===== src/bip_pkg.sv =====
// shared types, widths and register codes of the binaural panner
package bip_pkg;

  // shared multiplier operands and accumulator
  localparam int MUL_A_W = 32;
  localparam int MUL_B_W = 22;
  localparam int PROD_W  = MUL_A_W + MUL_B_W;
  localparam int ACC_W   = PROD_W + 2;
  localparam int RND_W   = ACC_W - 16;

  localparam int CFG_IDX_W  = 3;
  localparam int CFG_DATA_W = 21;
  localparam int DELAY_W    = 7;
  localparam int GAIN_W     = 21;
  localparam int COEF_W     = 16;
  localparam int MIX_W      = 17;

  localparam logic [MIX_W-1:0] Q16_ONE = MIX_W'(65536);

  typedef enum logic [CFG_IDX_W-1:0] {
    REG_LEFT_DELAY,
    REG_RIGHT_DELAY,
    REG_GAIN_LEFT,
    REG_GAIN_RIGHT,
    REG_SHADOW_COEF,
    REG_SHADOW_ON_LEFT,
    REG_MIX_LEVEL
  } reg_idx_t;

  typedef struct packed {
    logic mul_en;    // register a * b
    logic acc_load;  // acc <= product + half
    logic use_acc;   // rounded result from acc + product
  } mac_ctrl_t;

endpackage


===== src/bip_mac.sv =====
// shared signed multiplier with accumulator, q16 rounding and 32-bit saturation
module bip_mac
  import bip_pkg::*;
(
  input  logic                      clk,
  input  mac_ctrl_t                 ctrl,
  input  logic signed [MUL_A_W-1:0] a,
  input  logic signed [MUL_B_W-1:0] b,
  output logic signed [RND_W-1:0]   rnd,
  output logic signed [31:0]        rnd_sat32
);

  localparam logic signed [ACC_W-1:0] HALF = ACC_W'(32768);
  localparam logic signed [RND_W-1:0] S32_MAX = RND_W'(64'sd2147483647);
  localparam logic signed [RND_W-1:0] S32_MIN = -RND_W'(64'sd2147483648);

  logic signed [PROD_W-1:0] prod_r;
  logic signed [ACC_W-1:0]  acc_r;
  logic signed [ACC_W-1:0]  prod_x;
  logic signed [ACC_W-1:0]  sum;

  assign prod_x = ACC_W'(prod_r);
  assign sum    = ctrl.use_acc ? (acc_r + prod_x) : (prod_x + HALF);
  assign rnd    = RND_W'(sum >>> 16);

  always_comb begin
    priority if (rnd > S32_MAX) begin
      rnd_sat32 = 32'(S32_MAX);
    end else if (rnd < S32_MIN) begin
      rnd_sat32 = 32'(S32_MIN);
    end else begin
      rnd_sat32 = rnd[31:0];
    end
  end

  always_ff @(posedge clk) begin
    if (ctrl.mul_en) begin
      prod_r <= PROD_W'(a * b);
    end
    if (ctrl.acc_load) begin
      acc_r <= prod_x + HALF;
    end
  end

endmodule


===== config.mk =====
export PLATFORM = sky130hd
export DESIGN_NAME = bip_mac
export DESIGN_NICKNAME = d
export VERILOG_FILES = /design/src/bip_pkg.sv /design/src/bip_mac.sv
export SDC_FILE = /design/constraint.sdc
export NUM_CORES = 2
export LEC_CHECK = 0
export ABC_AREA = 0
export BUFFER_PORTS_ARGS = -buffer_cell sky130_fd_sc_hd__buf_2
export CAP_MARGIN = 20
export CORE_MARGIN = 3
export CORE_UTILIZATION = 60
export DETAILED_ROUTE_END_ITERATION = 16
export PLACE_DENSITY_LB_ADDON = 0.2
export SETUP_SLACK_MARGIN = 0.05
export SLEW_MARGIN = 20
export SYNTH_ARGS = -nofsm -noshare
export SYNTH_HDL_FRONTEND = slang
export SYNTH_SLANG_ARGS = --single-unit

===== constraint.sdc =====
create_clock -name clk -period 15.28 [get_ports clk]
set_input_delay 0.764 -clock clk [delete_from_list [all_inputs] [get_ports clk]]
set_output_delay 0.764 -clock clk [all_outputs]
set_load 0.05 [all_outputs]

[Word level (Yosys, flattened, before mapping)]
Cells that the tools add are included.
Operators by class
  magnitude comparators: 2
  add/subtract/negate cells: 2
  multipliers: 1
  multiplexer cells: 3
Operators with widths (number)
  32-bit two-way mux: 2
  56-bit by 54-bit adder with 56-bit output: 1
  56-bit two-way mux: 1
  54-bit by 17-bit adder with 55-bit output (second input constant): 1
  32-bit by 22-bit multiplier with 54-bit output: 1
  40-bit by 32-bit greater-than comparator with 1-bit output (second input constant): 1
  40-bit by 32-bit < comparator with 1-bit output (second input constant): 1
Word-level totals
  register bits: 110

[Longest topological paths before layout]
  word-level depth: 5
  gate-level depth with buffers: 27
  mapped depth without buffers: 26

[Worst setup path before layout]
Ideal clock, no wire load.
  kind: input port to flip-flop
  start: input port a[7]
  end: register prod_r[51], data pin
  cell stages on the path: 26
  buffers on the path: 1
  library setup time: 0.265 ns
  setup slack: 7.572 ns
  arrival: 7.443 ns
  path through: clkbuf_1 nand2_1 fa_1 inv_1 fa_1 inv_1 fa_1 inv_1 fa_1 fa_1 fa_1 inv_1 fa_1 inv_1 ha_1 a21o_1 a21o_1 a21oi_1 nor2_1 a211oi_1 o31ai_1 a21o_1 a221o_1 a221oi_1 nor4b_1 or3_1
Between the ends
  longest elaborated chain between the ends: 1
RTL lines
  start: declaration: RTL line bip_mac.sv:7  | input logic signed [MUL_A_W-1:0] a,
  32-bit by 22-bit multiplier with 54-bit output: RTL line bip_mac.sv:38  | prod_r <= PROD_W'(a * b);
  end signal: assignment: RTL line bip_mac.sv:38
  end: declaration: RTL line bip_mac.sv:17  | logic signed [PROD_W-1:0] prod_r;
No other way between the ends.
A chain may end at the register's enable or synchronous reset.

[Final worst setup path]
  start: input port b[21]
  end: register prod_r[51], data pin
Between the ends
  longest elaborated chain between the ends: 1
RTL lines
  start: declaration: RTL line bip_mac.sv:8  | input logic signed [MUL_B_W-1:0] b,
  32-bit by 22-bit multiplier with 54-bit output: RTL line bip_mac.sv:38
No other way between the ends.

==> metrics.md <==
| Metric | Value |
|---|---|
| Outcome | `finished, final reports clean` |
| Antenna violations before repair | `0` |
| Critical path's top delay family | `adder cells` |
| First-pass GRT wire length | `140 mm` |
| Die Wd | `238 um` |
| Setup Buffers After CTS | `0` |
| Worst reg2reg path endpoint | `acc_r[49]` |
| Worst reg-to-reg setup slack | `12.68 ns` |
| Endpoints failing setup | `0` |
| FF+latch count, synth | `109` |
| Fmax | `116 MHz` |
| Starting density of the core | `61.2%` |
| Worst r2r path cells | `9` |
| Critical Path Stages | `24` |
| Hold Violations, Final | `0` |
| Cell variety after synth | `79` |
| GR Util All Layers | `31.3%` |
| Largest net degree at the start of global routing | `87` |
| DR DRC count | `0` |
| Synth warn | `0` |
| Most frequent CP cell | `fa_1` |
| Die area | `0.0568 mm2` |
| Async set-or-reset flop fraction in the synthesized netlist | `0%` |
| Cell Chain, Critical Path | `buf_2 -> clkinv_1 -> nor2_1 -> fa_1 -> fa_1 -> fa_1 -> fa_1 -> fa_1 -> fa_1 -> inv_1 -> fa_1 -> inv_1 -> ha_1 -> a21o_1 -> a21o_1 -> a21oi_1 -> o21ai_0 -> a31oi_1 -> o21ai_0 -> a21o_1 -> a221o_1 -> a221oi_1 -> nor4b_1 -> or3_1` |
| Slew headroom | `35.1%` |
| PostCTS Resize Cnt | `0` |
| Req. time, crit path | `15.38 ns` |
| Biggest cell delay along the critical path | `0.82 ns` |
| Tmin final | `8.65 ns` |
| Share of Yosys cell area claimed by the top area cell type | `43.3%` |
| Hpwl dp | `68.7 mm` |
| Vias | `24,292` |
| Critical path class | `primary input to flop` |
| Setup crit end | `prod_r[51]` |
| Register area share after synthesis | `10.1%` |
| CP Capture Type | `flop` |
| Cells after Synth | `3,546` |
| # clock sinks | `109` |
| DRT Pass-1 Iters | `5` |
| Worst Path Max Fanout | `26` |
| GRT Residual Overflow | `0` |
| CTS Buffer Depth | `2` |
| Ant diodes | `0` |
| Register area | `0.00327 mm2` |
| Reg2reg start | `prod_r[15]` |
| Fill cell count | `4,504` |
| Max cap viols | `0` |
| Core footprint | `0.0530 mm2` |
| Fin nets | `4,494` |
| Footprint of the multi-input gates | `0.0256 mm2` |
| Synth area leaders | `fa_1, edfxtp_1, inv_1, ha_1, and2_1` |
| Area growth syn-to-layout | `3.71%` |
| Die Y | `238 um` |
| Buffers added on ports | `129` |
| Synthesized net count | `4,515` |
| CTS tree | `built` |
| Syn_area_per_cell | `9.14 um2` |
| CTS clk-pin slew, worst paths | `0.08 ns` |
| Crit share post-route | `56.6%` |
| Placer Congestion | `0.929` |
| Pins Over Slew Limit | `0` |
| Worst Setup SP | `b[21]` |
| H-tree depth | `3` |
| Skew-Pair Late Insertion Delay | `0.35 ns` |
| Post-synth EDFFs | `109` |
| Cts bufs inserted | `9` |
| Cell Area, Synth | `0.0324 mm2` |
| Predominant post-synthesis flop cell | `edfxtp_1` |
| Most frequent cell after synthesis | `inv_1` |
| Row cnt | `84` |
| Area leader, netlist | `fa_1` |
| Synth cell count leaders | `inv_1, fa_1, nand2_1, and2_1, ha_1` |
| DR vias/cell | `5.76` |
| Worst path bufs/invs | `4` |
| Top-level I/O count | `130` |
| Fraction of final layout cells sized beyond drive strength 1 | `5.33%` |
| Final ANT Viol Nets | `0` |
| Clk_skew | `0.0118 ns` |
| Worst-Margin Slew | `0.967 ns` |
| Worst hold-check path type | `flop to flop` |
| Wire length per cell | `20.3 um` |
| Crit path DAT | `8.76 ns` |
| # hold bufs at CTS | `0` |
| Total Wirelength | `85.6 mm` |
| Slowest CP cell | `clkinv_1` |
| Setup TNS | `0 ns` |
| RSZ-0062 raised after global routing | `no` |
| Worst setup SP type | `primary input` |
| Vias in the first global route | `26,370` |
| Clock tree root buffer cell | `clkbuf_16` |
| DR iter-0 viols | `1,730` |
-- worst min path at each step --
stage	start	cells past startpoint	end	slack, ns
after global placement	prod_r[0]	0	acc_r[0]	0.44
after CTS	prod_r[4]	0	acc_r[4]	0.47
final	prod_r[4]	0	acc_r[4]	0.46
after detailed placement	prod_r[4]	0	acc_r[4]	0.45
after floorplan	prod_r[0]	0	acc_r[0]	0.43
after global routing	prod_r[4]	0	acc_r[4]	0.49
-- kinds of logic (layout without fill, tap and decap cells) --
logic type	count (synthesis)	in the layout	synth area share (%)
XOR/XNOR	129	129	3.49
multiplexers	5	5	0.166
AND/OR/NAND/NOR	1062	1062	16.0
AO/OA/AOI/OAI	403	403	8.04
adder cells (fa/ha/maj)	911	911	51.4
flip-flops	109	109	10.1
buffers and inverters	927	911	10.8
-- cells in the final DEF, fill, tap and decap left out, drive strengths merged, types with 14 or more instances in the layout --
cell type,n
nor3,26
xnor2,86
ha,210
nand2,481
o21bai,18
nor2,107
and2,297
o21ba,18
nand4,28
inv,760
nor2b,15
buf,136
fa,701
nand3,32
a21oi,149
edfxtp,109
a31oi,14
xor2,43
a21o,56
o21ai,68
-- layout make-up --
cell class / instances / share of cell area [%]
Multi-Input combinational cell: 2510 / 76.3
Sequential cell: 109 / 9.74
Inverter: 759 / 8.48
Tap cell: 688 / 2.56
Timing Repair Buffer: 136 / 2.08
Clock buffer: 9 / 0.670
Clock inverter: 7 / 0.175
-- worst register-to-register path: cells and delay by family (launching register included) --
family                     cells  cell delay, ns
DFF                            1            0.44
buffers and inverters          1            0.09
adders and majority gates      1            0.21
xor gates and xnor gates       1            0.23
and+or+nand+nor                6            1.39
-- per-layer routing --
metal / share of wire, % / global-route usage, %
met4: 2.6 / 8.61
met3: 8.7 / 5.65
met5: 0 / 0
met1: 43 / 44.2
met2: 46 / 50.4
-- per-stage QoR --
stage	util, %	cell area (um2)	setup WS, ns	hold WS [ns]	cells
3_3_place_gp	62.9	33300	6.43	0.444	4202
2_1_floorplan	-	32400	7.57	0.427	3546
6_report	63.4	33600	6.63	0.457	4218
5_1_grt	63.4	33600	6.29	0.488	4218
4_1_cts	63.4	33600	6.68	0.466	4218
3_5_place_dp	62.9	33300	6.31	0.452	4202
-- sequential cells by signal (all words and copies together), names as in the netlist --
name	cells
acc_r	55
prod_r	54
Power is not shown: default switching activity piles up to over one toggle a cycle in this logic, so the estimate is an artifact.
